### config.mk
export PLATFORM = sky130hd
export DESIGN_NAME = rgb_to_hsl_color_classifier
export DESIGN_NICKNAME = d
export VERILOG_FILES = /design/src/sv/rhc_pkg.sv /design/src/sv/rgb_to_hsl_color_classifier.sv /design/src/sv/rhc_prep_a.sv /design/src/sv/rhc_prep_b.sv /design/src/sv/rhc_div_step.sv /design/src/sv/rhc_classify.sv
export SDC_FILE = /design/constraint.sdc
export NUM_CORES = 2
export LEC_CHECK = 0
export BUFFER_PORTS_ARGS = -buffer_cell sky130_fd_sc_hd__buf_2
export CAP_MARGIN = 20
export CORE_AREA = 2 2 263 368
export CTS_CLUSTER_SIZE = 25
export DETAILED_ROUTE_END_ITERATION = 8
export DIE_AREA = 0 0 265 370
export PLACE_DENSITY = 0.76
export SYNTH_ARGS = -nofsm -noshare
export SYNTH_HDL_FRONTEND = slang
export SYNTH_SLANG_ARGS = --single-unit
export TNS_END_PERCENT = 50
### constraint.sdc
create_clock -name clock -period 14.95 [get_ports clock]
set_input_delay 2.2425 -clock clock [delete_from_list [all_inputs] [get_ports clock]]
set_output_delay 2.2425 -clock clock [all_outputs]
set_load 0.005 [all_outputs]
### src/sv/rhc_pkg.sv
`timescale 1ns / 1ps
`default_nettype none
// ----------------------------------------------------------------------------
// RGB to HSL classifier package
// Request and response types, pipeline stage types and code constants.
// ----------------------------------------------------------------------------
package rhc_pkg;

   localparam int unsigned DIV_STEPS = 13;

   localparam logic [1:0] SEL_RED   = 2'd0;
   localparam logic [1:0] SEL_GREEN = 2'd1;
   localparam logic [1:0] SEL_BLUE  = 2'd2;

   localparam logic [1:0] CAT_NATURE   = 2'd0;
   localparam logic [1:0] CAT_NEUTRAL  = 2'd1;
   localparam logic [1:0] CAT_BUILDING = 2'd2;
   localparam logic [1:0] CAT_ACCENT   = 2'd3;

   localparam logic [4:0] NAME_BLACK       = 5'd0;
   localparam logic [4:0] NAME_WHITE       = 5'd1;
   localparam logic [4:0] NAME_DARK_GRAY   = 5'd2;
   localparam logic [4:0] NAME_GRAY        = 5'd3;
   localparam logic [4:0] NAME_LIGHT_GRAY  = 5'd4;
   localparam logic [4:0] NAME_DARK_RED    = 5'd5;
   localparam logic [4:0] NAME_PINK        = 5'd6;
   localparam logic [4:0] NAME_RED         = 5'd7;
   localparam logic [4:0] NAME_BROWN       = 5'd8;
   localparam logic [4:0] NAME_DARK_ORANGE = 5'd9;
   localparam logic [4:0] NAME_ORANGE      = 5'd10;
   localparam logic [4:0] NAME_TAN         = 5'd11;
   localparam logic [4:0] NAME_DARK_YELLOW = 5'd12;
   localparam logic [4:0] NAME_YELLOW      = 5'd13;
   localparam logic [4:0] NAME_DARK_GREEN  = 5'd14;
   localparam logic [4:0] NAME_LIGHT_GREEN = 5'd15;
   localparam logic [4:0] NAME_GREEN       = 5'd16;
   localparam logic [4:0] NAME_CYAN        = 5'd17;
   localparam logic [4:0] NAME_LIGHT_BLUE  = 5'd18;
   localparam logic [4:0] NAME_DARK_BLUE   = 5'd19;
   localparam logic [4:0] NAME_BLUE        = 5'd20;
   localparam logic [4:0] NAME_PURPLE      = 5'd21;
   localparam logic [4:0] NAME_VIOLET      = 5'd22;
   localparam logic [4:0] NAME_MAGENTA     = 5'd23;

   typedef struct packed {
      logic [7:0]  red;
      logic [7:0]  green;
      logic [7:0]  blue;
      logic [15:0] tag;
   } req_type;

   typedef struct packed {
      logic [15:0] tag_out;
      logic [12:0] hue;
      logic [12:0] saturation;
      logic [8:0]  lightness_sum;
      logic [4:0]  color_name;
      logic [1:0]  category;
   } rsp_type;

   typedef struct packed {
      logic [15:0] tag;
      logic [7:0]  red;
      logic [7:0]  green;
      logic [7:0]  blue;
      logic [1:0]  sel;
      logic [7:0]  diff;
      logic [8:0]  sum;
   } pre_type;

   typedef struct packed {
      logic [7:0]  rem;
      logic [12:0] work;
      logic [7:0]  divisor;
   } div_type;

   typedef struct packed {
      logic [15:0] tag;
      logic [8:0]  sum;
      logic        neutral;
      logic        sat_half;
      div_type     hdiv;
      div_type     sdiv;
   } mid_type;

endpackage
`default_nettype wire

### src/sv/rgb_to_hsl_color_classifier.sv
`timescale 1ns / 1ps
`default_nettype none
// ----------------------------------------------------------------------------
// RGB to HSL color classifier
// Converts an 8-bit RGB pixel to hue, saturation and lightness sum and
// classifies it into a color name and a category.
// ----------------------------------------------------------------------------
// The block takes one request per clock unless req_stall is raised, and
// carries it to the response through sixteen register stages: two
// preparation stages, thirteen stages of a radix-2 restoring divider that
// produce hue and saturation side by side, and a classification stage that
// holds the response. Every stage has its own valid bit and loads whenever it
// is empty or its successor moves, so bubbles are squeezed out and a stalled
// response holds while earlier stages keep filling.
module rgb_to_hsl_color_classifier (
   input  wire logic             clock,
   input  wire logic             reset,
   input  wire logic             req_valid,
   output logic                  req_stall,
   input  wire rhc_pkg::req_type req_data,
   output logic                  rsp_valid,
   input  wire logic             rsp_stall,
   output rhc_pkg::rsp_type      rsp_data
);

   localparam int unsigned NST = rhc_pkg::DIV_STEPS + 3;

   logic [NST-1:0]   vld;
   logic [NST-1:0]   adv;
   rhc_pkg::pre_type pre;
   rhc_pkg::mid_type mid [0:rhc_pkg::DIV_STEPS];

   assign adv[NST-1] = !vld[NST-1] || !rsp_stall;
   for (genvar k = 0; k < NST - 1; k++) begin : g_adv
      assign adv[k] = !vld[k] || adv[k+1];
   end

   rhc_prep_a u_prep_a (
      .clock     (clock),
      .reset     (reset),
      .en        (adv[0]),
      .in_valid  (req_valid),
      .in_data   (req_data),
      .out_valid (vld[0]),
      .out_data  (pre)
   );

   rhc_prep_b u_prep_b (
      .clock     (clock),
      .reset     (reset),
      .en        (adv[1]),
      .in_valid  (vld[0]),
      .in_data   (pre),
      .out_valid (vld[1]),
      .out_data  (mid[0])
   );

   for (genvar k = 0; k < rhc_pkg::DIV_STEPS; k++) begin : g_div
      rhc_div_step u_step (
         .clock     (clock),
         .reset     (reset),
         .en        (adv[k+2]),
         .in_valid  (vld[k+1]),
         .in_data   (mid[k]),
         .out_valid (vld[k+2]),
         .out_data  (mid[k+1])
      );
   end

   rhc_classify u_classify (
      .clock     (clock),
      .reset     (reset),
      .en        (adv[NST-1]),
      .in_valid  (vld[NST-2]),
      .in_data   (mid[rhc_pkg::DIV_STEPS]),
      .out_valid (vld[NST-1]),
      .out_data  (rsp_data)
   );

   assign req_stall = !adv[0];
   assign rsp_valid = vld[NST-1];

   a_sat_range: assert property (@(posedge clock) disable iff (reset)
      rsp_valid |-> rsp_data.saturation <= 13'd4096)
      else $error("saturation out of range");

   a_hue_range: assert property (@(posedge clock) disable iff (reset)
      rsp_valid |-> rsp_data.hue < 13'd5760)
      else $error("hue out of range");

   a_gray_neutral: assert property (@(posedge clock) disable iff (reset)
      (rsp_valid && rsp_data.color_name <= rhc_pkg::NAME_LIGHT_GRAY)
         |-> rsp_data.category == rhc_pkg::CAT_NEUTRAL)
      else $error("gray color name without neutral category");

endmodule
`default_nettype wire

### src/sv/rhc_prep_a.sv
`timescale 1ns / 1ps
`default_nettype none
// ----------------------------------------------------------------------------
// First preparation stage
// Finds the maximum and minimum channel, their difference and their sum.
// ----------------------------------------------------------------------------
module rhc_prep_a (
   input  wire logic            clock,
   input  wire logic            reset,
   input  wire logic            en,
   input  wire logic            in_valid,
   input  wire rhc_pkg::req_type in_data,
   output logic                 out_valid,
   output rhc_pkg::pre_type     out_data
);

   logic             valid_ff;
   rhc_pkg::pre_type data_ff, data_in;
   logic [7:0]       mx, mn;

   always_comb begin
      if (in_data.red >= in_data.green && in_data.red >= in_data.blue) begin
         mx = in_data.red;
         data_in.sel = rhc_pkg::SEL_RED;
      end else if (in_data.green >= in_data.blue) begin
         mx = in_data.green;
         data_in.sel = rhc_pkg::SEL_GREEN;
      end else begin
         mx = in_data.blue;
         data_in.sel = rhc_pkg::SEL_BLUE;
      end
      mn = in_data.red;
      if (in_data.green < mn) mn = in_data.green;
      if (in_data.blue < mn) mn = in_data.blue;
      data_in.tag   = in_data.tag;
      data_in.red   = in_data.red;
      data_in.green = in_data.green;
      data_in.blue  = in_data.blue;
      data_in.diff  = mx - mn;
      data_in.sum   = {1'b0, mx} + {1'b0, mn};
   end

   always_ff @(posedge clock) begin
      if (reset) begin
         valid_ff <= 1'b0;
      end else if (en) begin
         valid_ff <= in_valid;
      end
   end

   always_ff @(posedge clock) begin
      if (en) begin
         data_ff <= data_in;
      end
   end

   assign out_valid = valid_ff;
   assign out_data  = data_ff;

endmodule
`default_nettype wire

### src/sv/rhc_prep_b.sv
`timescale 1ns / 1ps
`default_nettype none
// ----------------------------------------------------------------------------
// Second preparation stage
// Forms the hue numerator, the saturation divisor and the saturation flags,
// and loads the initial state of both dividers.
// ----------------------------------------------------------------------------
module rhc_prep_b (
   input  wire logic            clock,
   input  wire logic            reset,
   input  wire logic            en,
   input  wire logic            in_valid,
   input  wire rhc_pkg::pre_type in_data,
   output logic                 out_valid,
   output rhc_pkg::mid_type     out_data
);

   logic             valid_ff;
   rhc_pkg::mid_type data_ff, data_in;
   logic             chroma;
   logic [8:0]       den9;
   logic [7:0]       den;
   logic [20:0]      hnum, snum, d21, r21, g21, b21;

   always_comb begin
      chroma = (in_data.diff != 8'd0);
      den9   = (in_data.sum > 9'd255) ? (9'd510 - in_data.sum) : in_data.sum;
      den    = den9[7:0];
      d21    = {13'd0, in_data.diff};
      r21    = {13'd0, in_data.red};
      g21    = {13'd0, in_data.green};
      b21    = {13'd0, in_data.blue};
      case (in_data.sel)
         rhc_pkg::SEL_RED: begin
            if (in_data.green >= in_data.blue) begin
               hnum = 21'd960 * (g21 - b21);
            end else begin
               hnum = 21'd5760 * d21 - 21'd960 * (b21 - g21);
            end
         end
         rhc_pkg::SEL_GREEN: begin
            hnum = 21'd1920 * d21 + 21'd960 * b21 - 21'd960 * r21;
         end
         default: begin
            hnum = 21'd3840 * d21 + 21'd960 * r21 - 21'd960 * g21;
         end
      endcase
      snum = {1'b0, in_data.diff, 12'd0};
      if (!chroma) begin
         hnum = 21'd0;
      end
      data_in.tag      = in_data.tag;
      data_in.sum      = in_data.sum;
      data_in.neutral  = !chroma ||
                         ((14'd20 * {6'd0, in_data.diff}) < (14'd3 * {6'd0, den}));
      data_in.sat_half = ({in_data.diff, 1'b0} < {1'b0, den});
      data_in.hdiv.rem     = hnum[20:13];
      data_in.hdiv.work    = hnum[12:0];
      data_in.hdiv.divisor = chroma ? in_data.diff : 8'd1;
      data_in.sdiv.rem     = snum[20:13];
      data_in.sdiv.work    = snum[12:0];
      data_in.sdiv.divisor = chroma ? den : 8'd1;
   end

   always_ff @(posedge clock) begin
      if (reset) begin
         valid_ff <= 1'b0;
      end else if (en) begin
         valid_ff <= in_valid;
      end
   end

   always_ff @(posedge clock) begin
      if (en) begin
         data_ff <= data_in;
      end
   end

   assign out_valid = valid_ff;
   assign out_data  = data_ff;

endmodule
`default_nettype wire

### src/sv/rhc_div_step.sv
`timescale 1ns / 1ps
`default_nettype none
// ----------------------------------------------------------------------------
// Divider stage
// One restoring division step for both the hue and the saturation quotient.
// ----------------------------------------------------------------------------
module rhc_div_step (
   input  wire logic            clock,
   input  wire logic            reset,
   input  wire logic            en,
   input  wire logic            in_valid,
   input  wire rhc_pkg::mid_type in_data,
   output logic                 out_valid,
   output rhc_pkg::mid_type     out_data
);

   logic             valid_ff;
   rhc_pkg::mid_type data_ff, data_in;

   function automatic rhc_pkg::div_type div_step(input rhc_pkg::div_type cur);
      rhc_pkg::div_type nxt;
      logic [8:0]       trial;
      logic             ge;
      trial = {cur.rem, cur.work[12]};
      ge    = (trial >= {1'b0, cur.divisor});
      nxt.divisor = cur.divisor;
      nxt.rem     = ge ? 8'(trial - {1'b0, cur.divisor}) : trial[7:0];
      nxt.work    = {cur.work[11:0], ge};
      return nxt;
   endfunction

   always_comb begin
      data_in      = in_data;
      data_in.hdiv = div_step(in_data.hdiv);
      data_in.sdiv = div_step(in_data.sdiv);
   end

   always_ff @(posedge clock) begin
      if (reset) begin
         valid_ff <= 1'b0;
      end else if (en) begin
         valid_ff <= in_valid;
      end
   end

   always_ff @(posedge clock) begin
      if (en) begin
         data_ff <= data_in;
      end
   end

   assign out_valid = valid_ff;
   assign out_data  = data_ff;

endmodule
`default_nettype wire

### src/sv/rhc_classify.sv
`timescale 1ns / 1ps
`default_nettype none
// ----------------------------------------------------------------------------
// Classification stage
// Maps lightness, saturation flags and hue to a color name and a category,
// and holds the response register.
// ----------------------------------------------------------------------------
module rhc_classify (
   input  wire logic            clock,
   input  wire logic            reset,
   input  wire logic            en,
   input  wire logic            in_valid,
   input  wire rhc_pkg::mid_type in_data,
   output logic                 out_valid,
   output rhc_pkg::rsp_type     out_data
);

   logic             valid_ff;
   rhc_pkg::rsp_type data_ff, data_in;
   logic [13:0]      s14;
   logic [12:0]      h;
   logic             l_lt_04, l_gt_07, l_lt_05, l_lt_035, l_gt_06, low;

   always_comb begin
      s14      = {5'd0, in_data.sum};
      h        = in_data.hdiv.work;
      l_lt_04  = (14'd5 * s14) < 14'd1020;
      l_gt_07  = (14'd10 * s14) > 14'd3570;
      l_lt_05  = in_data.sum < 9'd255;
      l_lt_035 = (14'd20 * s14) < 14'd3570;
      l_gt_06  = (14'd5 * s14) > 14'd1530;
      low      = in_data.sat_half && l_lt_05;
      data_in.tag_out       = in_data.tag;
      data_in.hue           = h;
      data_in.saturation    = in_data.sdiv.work;
      data_in.lightness_sum = in_data.sum;
      data_in.category      = rhc_pkg::CAT_ACCENT;
      if ((14'd20 * s14) < 14'd1530) begin
         data_in.color_name = rhc_pkg::NAME_BLACK;
         data_in.category   = rhc_pkg::CAT_NEUTRAL;
      end else if ((14'd20 * s14) > 14'd8670) begin
         data_in.color_name = rhc_pkg::NAME_WHITE;
         data_in.category   = rhc_pkg::CAT_NEUTRAL;
      end else if (in_data.neutral) begin
         data_in.category = rhc_pkg::CAT_NEUTRAL;
         if (l_lt_04) data_in.color_name = rhc_pkg::NAME_DARK_GRAY;
         else if (!l_gt_07 && in_data.sum != 9'd357) data_in.color_name = rhc_pkg::NAME_GRAY;
         else data_in.color_name = rhc_pkg::NAME_LIGHT_GRAY;
      end else if (h < 13'd240 || h >= 13'd5520) begin
         data_in.color_name = l_lt_04 ? rhc_pkg::NAME_DARK_RED :
                              (l_gt_07 ? rhc_pkg::NAME_PINK : rhc_pkg::NAME_RED);
      end else if (h < 13'd720) begin
         if (low) begin
            data_in.color_name = rhc_pkg::NAME_BROWN;
            data_in.category   = rhc_pkg::CAT_NATURE;
         end else begin
            data_in.color_name = l_lt_05 ? rhc_pkg::NAME_DARK_ORANGE : rhc_pkg::NAME_ORANGE;
         end
      end else if (h < 13'd1120) begin
         if (low) begin
            data_in.color_name = rhc_pkg::NAME_TAN;
            data_in.category   = rhc_pkg::CAT_NATURE;
         end else begin
            data_in.color_name = l_lt_05 ? rhc_pkg::NAME_DARK_YELLOW : rhc_pkg::NAME_YELLOW;
         end
      end else if (h < 13'd2560) begin
         data_in.category   = rhc_pkg::CAT_NATURE;
         data_in.color_name = l_lt_035 ? rhc_pkg::NAME_DARK_GREEN :
                              (l_gt_06 ? rhc_pkg::NAME_LIGHT_GREEN : rhc_pkg::NAME_GREEN);
      end else if (h < 13'd3200) begin
         data_in.color_name = rhc_pkg::NAME_CYAN;
      end else if (h < 13'd4160) begin
         if (l_gt_06) begin
            data_in.color_name = rhc_pkg::NAME_LIGHT_BLUE;
            data_in.category   = rhc_pkg::CAT_NATURE;
         end else begin
            data_in.color_name = l_lt_04 ? rhc_pkg::NAME_DARK_BLUE : rhc_pkg::NAME_BLUE;
            data_in.category   = rhc_pkg::CAT_BUILDING;
         end
      end else if (h < 13'd4800) begin
         data_in.color_name = l_lt_05 ? rhc_pkg::NAME_PURPLE : rhc_pkg::NAME_VIOLET;
      end else begin
         data_in.color_name = l_lt_05 ? rhc_pkg::NAME_MAGENTA : rhc_pkg::NAME_PINK;
      end
   end

   always_ff @(posedge clock) begin
      if (reset) begin
         valid_ff <= 1'b0;
      end else if (en) begin
         valid_ff <= in_valid;
      end
   end

   always_ff @(posedge clock) begin
      if (en) begin
         data_ff <= data_in;
      end
   end

   assign out_valid = valid_ff;
   assign out_data  = data_ff;

endmodule
`default_nettype wire

# Word level (Yosys, flattened, before mapping)
# Cells that the tools add are included.
word_totals:
  input_bits: 44
  output_inout_bits: 60
  ff_bits: 1200
  word_cells: 382
classes:
  mux: 59
  n_addsub: 34
  reduce_logical: 46
  eq_ne: 2
  magnitude_cmp: 50
  mul: 13
ops:
  columns: ["cell", "n"]
  rows:
  - ["two-way mux 8 bit", 29]
  - ["greater-or-equal comparator 9 x 8 -> 1 bit", 25]
  - ["subtractor 8 bit", 25]
  - ["multiplier 4 x 8 -> 12 bit, first input constant", 5]
  - ["two-way mux 5 bit", 11]
  - ["multiplier 4 x 21 -> 15 bit, first input constant", 2]
  - ["case mux 21 bit (2 select lines)", 1]
  - ["subtractor 21 x 18 -> 21 bit", 2]
  - ["greater-or-equal comparator 8 bit", 5]
  - ["multiplier 3 x 9 -> 12 bit, first input constant", 3]
  - ["two-way mux 7 bit", 5]
  - ["< comparator 13 x 12 -> 1 bit, second input constant", 2]
  - ["< comparator 13 bit, second input constant", 2]
  - ["adder 20 x 18 -> 21 bit", 1]
  - ["two-way mux 21 bit", 1]
  - ["subtractor 21 bit", 1]
  - ["adder 19 x 18 -> 20 bit", 1]
  - ["logical NOT 1 bit", 20]
  - ["logical OR 1 bit", 18]
  - ["subtractor 8 x 8 -> 9 bit", 2]
  - ["< comparator 8 bit", 2]
  - ["> comparator 14 bit, second input constant", 1]
  - ["< comparator 14 x 11 -> 1 bit, second input constant", 1]
  - ["< comparator 14 x 12 -> 1 bit, second input constant", 1]
  - ["other kinds (27)", 38]

# Logic depth before layout (Yosys ltp)
depth:
  ltp_word: 18
  depth_mapped: 29
  mapped_depth_nobuf: 29

# Hierarchy
# From an unflattened synthesis, not the netlist that was laid out.
unflattened:
  cells_unflattened: 4524
  hier_area_um2: 64419.3
modules_own_cells:
  columns: ["mod", "n_inst", "cells_per_inst", "area_per_inst_um2", "seq_area_each_um2"]
  rows:
  - ["rhc_div_step (g_div[0].u_step ...)", 8, 210, 3522.1, 2572.5]
  - ["rhc_div_step (g_div[5].u_step ...)", 5, 214, 3545.9, 2572.5]
  - ["rhc_prep_b", 1, 1265, 11903.9, 2001.9]
  - ["rhc_prep_a", 1, 273, 3550.9, 1761.7]
  - ["rhc_classify", 1, 210, 2909.0, 1761.7]
  - ["rgb_to_hsl_color_classifier", 1, 26, 148.9, 0.0]

# Least setup slack after synthesis
# Ideal clock, no wire load.
synth_timing:
  kind: "input to output"
  start: "in rsp_stall"
  end: "out req_stall"
  required_ns: 12.708
  arrival_ns: 11.242
  setup_slack_ns: 1.466
  n_path_buf: 1
  cell_stages: 11
  cell_sequence: "and3_1 -> inv_1 -> nor2_1 -> and2_1 -> buf_4 -> nand4_1 -> nor2_2 -> nand4_1 -> nor2_2 -> nand3_1 -> inv_1"
synth_between:
  elab_chain_len: 18
synth_rtl:
  columns: ["item", "line_no", "text"]
  rows:
  - ["from (decl)", "rgb_to_hsl_color_classifier.sv:22", "input wire logic rsp_stall,"]
  - ["logical NOT 1 bit", "rgb_to_hsl_color_classifier.sv:33", "assign adv[NST-1] = !vld[NST-1] || !rsp_stall;"]
  - ["logical OR 1 bit", "rgb_to_hsl_color_classifier.sv:33", null]
  - ["logical OR 1 bit", "rgb_to_hsl_color_classifier.sv:35", "assign adv[k] = !vld[k] || adv[k+1];"]
  - ["net g_div[12].u_step.en", "rhc_div_step.sv:10", "input wire logic en,"]
  - ["logical OR 1 bit (7 in series)", "rgb_to_hsl_color_classifier.sv:35", null]
  - ["net g_div[5].u_step.en", "rhc_div_step.sv:10", null]
  - ["logical OR 1 bit (4 in series)", "rgb_to_hsl_color_classifier.sv:35", null]
  - ["net g_div[1].u_step.en", "rhc_div_step.sv:10", null]
  - ["logical OR 1 bit (3 in series)", "rgb_to_hsl_color_classifier.sv:35", null]
  - ["logical NOT 1 bit", "rgb_to_hsl_color_classifier.sv:80", "assign req_stall = !adv[0];"]
  - ["to (decl)", "rgb_to_hsl_color_classifier.sv:19", "output logic req_stall,"]
# The timed path passes the listed nets, and every way through them passes these cells.

# Worst setup path in the final report
# Same ends and word-level chain as after synthesis.

==> results by group <==
Status
  • Result of the run: complete, no violations

Synthesis
  • Portion of the post-synthesis area used by sequential elements: 0.594
  • Largest family of logic cells by synthesized area: adder cells
  • FF+latch count, synth: 1122
  • Mapped Nets: 4830
  • Share of the synthesized netlist area taken by xor and xnor gates: 0.0351
  • Mux cell area share after synthesis: 0.0374
  • Unique masters post-synth: 76
  • Most frequent cells after synthesis: edfxtp_1 (1106), inv_1 (595), ha_1 (478), nor2_1 (296), o21ai_0 (184)
  • Syn_area_per_cell: 13.5 um^2
  • Number of flops mapped to enable cells by yosys: 1106
  • Post-synthesis async set-or-reset flop share: 0
  • Share of the synthesized area in the top cell type: 0.589
  • Basic-gate share of the synthesized area counting and, or, nand and nor cells: 0.0600
  • Share of synthesized cell area in full adder, half adder and majority cells: 0.153
  • Main synth FF type: edfxtp_1
  • Biggest area consumer among synthesized cells: edfxtp_1
  • Cell with the most instances after synthesis: edfxtp_1
  • Synthesized-area fraction occupied by ao, oa, aoi and oai cells: 0.0793
  • Number of instances in the synthesized netlist: 4178
  • Netlist area before placement: 56400 um^2
  • Yosys warns: 0
  • Main area contributors after synthesis: edfxtp_1 (59%), ha_1 (11%), fa_1 (4.6%)

Floorplan
  • Num rows: 134
  • Die Footprint: 98100 um^2
  • Horizontal die dimension: 265 um
  • Die Span Y: 370 um
  • Number of top-level pins: 104
  • Core Area: 94900 um^2
  • Starting utilization of the core area: 0.594

Clock network
  • CTS tree: built
  • Root buffer cell: clkbuf_16
  • CTS H-tree depth: 3
  • Number of resized instances in the post-cts repair step: 0
  • Number of buffers inserted to repair setup after CTS: 0
  • Total of hold buffers inserted after clock tree synthesis: 0
  • Number of buffers created by CTS: 101
  • Sinks on Clock Net: 1122
  • Worst-skew pair later-pin latency: 690 ps
  • Worst-case clock buffer depth: 3
  • Clock Pin Slew Worst Setup and Hold Paths: 60 ps

Placement
  • HPWL after detailed placement: 71500 um
  • Number of input and output port buffers inserted: 103
  • Gp weighted congestion: 0.928

Routing
  • Highest layer used for signal routing: met4
  • WL met1: 31900 um
  • Total DRC errors in the routed layout: 0
  • Routed via count: 31062
  • Total wirelength of the detailed-routed design: 93700 um
  • Detailed-route wire length per cell: 16.5 um
  • DR iter-0 viols: 1134
  • Post-detailed-route via-to-cell ratio: 5.46
  • Routed wire length on met3: 2270 um
  • ANT nets after route: 0
  • Detailed Routing Iterations Pass 1: 7
  • Met2 Routed Length: 54800 um

Setup path
  • Crit end category: output pin
  • Worst endpoint data arrival time: 5700 ps
  • Biggest cell delay along the critical path: 600 ps
  • Worst path bufs/invs: 4
  • Critical path's slowest cell: nand4_1
  • CP cell instances: buf_2, and3_1, inv_2, nor2_1, and2_1, nand4_1, nor2_2, nand4_1, nor2_2, nand3_4, inv_1, buf_2
  • CP Max Fanout: 14
  • Setup slack on the worst flop-to-flop path: 8020 ps
  • Endpoint required time on the critical path: 12710 ps
  • Family with the most delay on the worst path: simple AND/OR/NAND/NOR gates
  • Path type of the worst setup path: input port to output pin
  • Category of the worst setup path launch point: input port

Global route
  • Number of global-route vias before repair: 33002
  • First-pass GRT wire length: 154000 um
  • Pin count of the biggest net entering global routing: 82
  • Antenna violations before repair: 0
  • Overall track demand over capacity in global routing: 0.196
  • Global route total overflow: 0

Cells and area
  • Final core utilization: 0.654
  • Filler Cell Count: 6692
  • Share of final-layout standard cells stronger than drive strength 1: 0.103
  • Layout Nets: 5033
  • Number of diodes added for antenna fixing: 0
  • Layout Area Growth over Synthesis: 10.0%

STA
  • Headroom to the max-slew limit: 0.337
  • Share of the clock period used by the worst path: 0.531
  • Maximum clock frequency: 126 MHz
  • Largest clock skew in the final design: 28.4 ps
  • Worst Tran Pin Value: 995 ps
  • Post-layout min period: 7940 ps
  • Total count of max-transition violations in the final report: 0
  • Setup-failing EPs final: 0
  • Setup repair after global routing missed its margin: no
  • Number of hold violations in the final report: 0
  • Accumulated negative setup slack: 0 ps

Flow run
  • Max cap viols: 0

Hold path
  • Hold crit path type: flip-flop to flip-flop
-- sequential cells by signal, indices dropped and copies added, names as in the netlist --
name / flops
g_div.u_step.out_data: 926
g_div.u_step.out_valid: 13
u_classify.out_data: 58
u_classify.out_valid: 1
u_prep_a.out_data: 58
u_prep_a.out_valid: 1
u_prep_b.out_data: 64
u_prep_b.out_valid: 1
-- metal layers --
layer	track usage	vias to the layer above
met5	0	-
met4	0.105	0
met3	0.0240	232
met2	0.408	433
met1	0.179	15035
li1	-	15362
-- cells in the final DEF, fill, tap and decap left out, types with 27 or more instances in the layout --
| cell | netlist | layout |
|---|---|---|
| ha_1 | 478 | 478 |
| xor2_1 | 73 | 73 |
| o21ai_0 | 184 | 184 |
| nor2_1 | 296 | 296 |
| nor2b_1 | 72 | 72 |
| inv_1 | 595 | 590 |
| edfxtp_1 | 1106 | 1106 |
| fa_1 | 130 | 130 |
| a21boi_1 | 27 | 27 |
| clkbuf_16 | 0 | 102 |
| nand3_1 | 36 | 32 |
| mux2_2 | 132 | 132 |
| nand4_1 | 41 | 41 |
| nand2b_1 | 49 | 49 |
| a21o_1 | 76 | 76 |
| o21bai_1 | 42 | 42 |
| a21boi_0 | 46 | 46 |
| nand2_1 | 109 | 104 |
| a21oi_1 | 175 | 175 |
| buf_2 | 6 | 103 |
| xnor2_1 | 151 | 151 |
| mux2i_1 | 62 | 62 |
-- cell families after synthesis --
| kind of cell | after synthesis |
|---|---|
| compound gates | 705 |
| mux | 194 |
| flops | 1122 |
| buf+inv | 618 |
| xor+xnor | 225 |
| fa+ha+maj | 610 |
| simple gates | 704 |
-- final cells by class --
cell class	instances	area, um^2	share of cell area
clock buffer	122	2660	0.0428
clock inverter	69	800	0.0129
inverter	595	2230	0.0360
multi-input combinational	2438	20600	0.332
sequential	1122	33500	0.540
tap	1224	1530	0.0247
timing repair buffer	123	686	0.0111
-- through the flow --
stage               hold WS (ps)  area (um^2)  instances  setup WS, ps
floorplan                    400        56400       4178          1470
global placement             400        58600       5501          7180
detailed placement           405        58600       5501          6980
CTS                          393        62000       5692          6920
global route                 398        62000       5693          6590
finish                       397        62000       5693          7010
-- final timing paths --
kind | start | to | depth (start not counted)
worst max-delay path | rsp_stall | req_stall | 12
worst min-delay path | g_div[1].u_step.out_data[37] | g_div[2].u_step.out_data[38] | 0
worst max register to register | u_prep_a.out_data[19] | u_prep_b.out_data[54] | 28
worst min register to register | g_div[1].u_step.out_data[37] | g_div[2].u_step.out_data[38] | 0
Power is not shown: default switching activity piles up to over one toggle a cycle in this logic, so the estimate is an artifact.
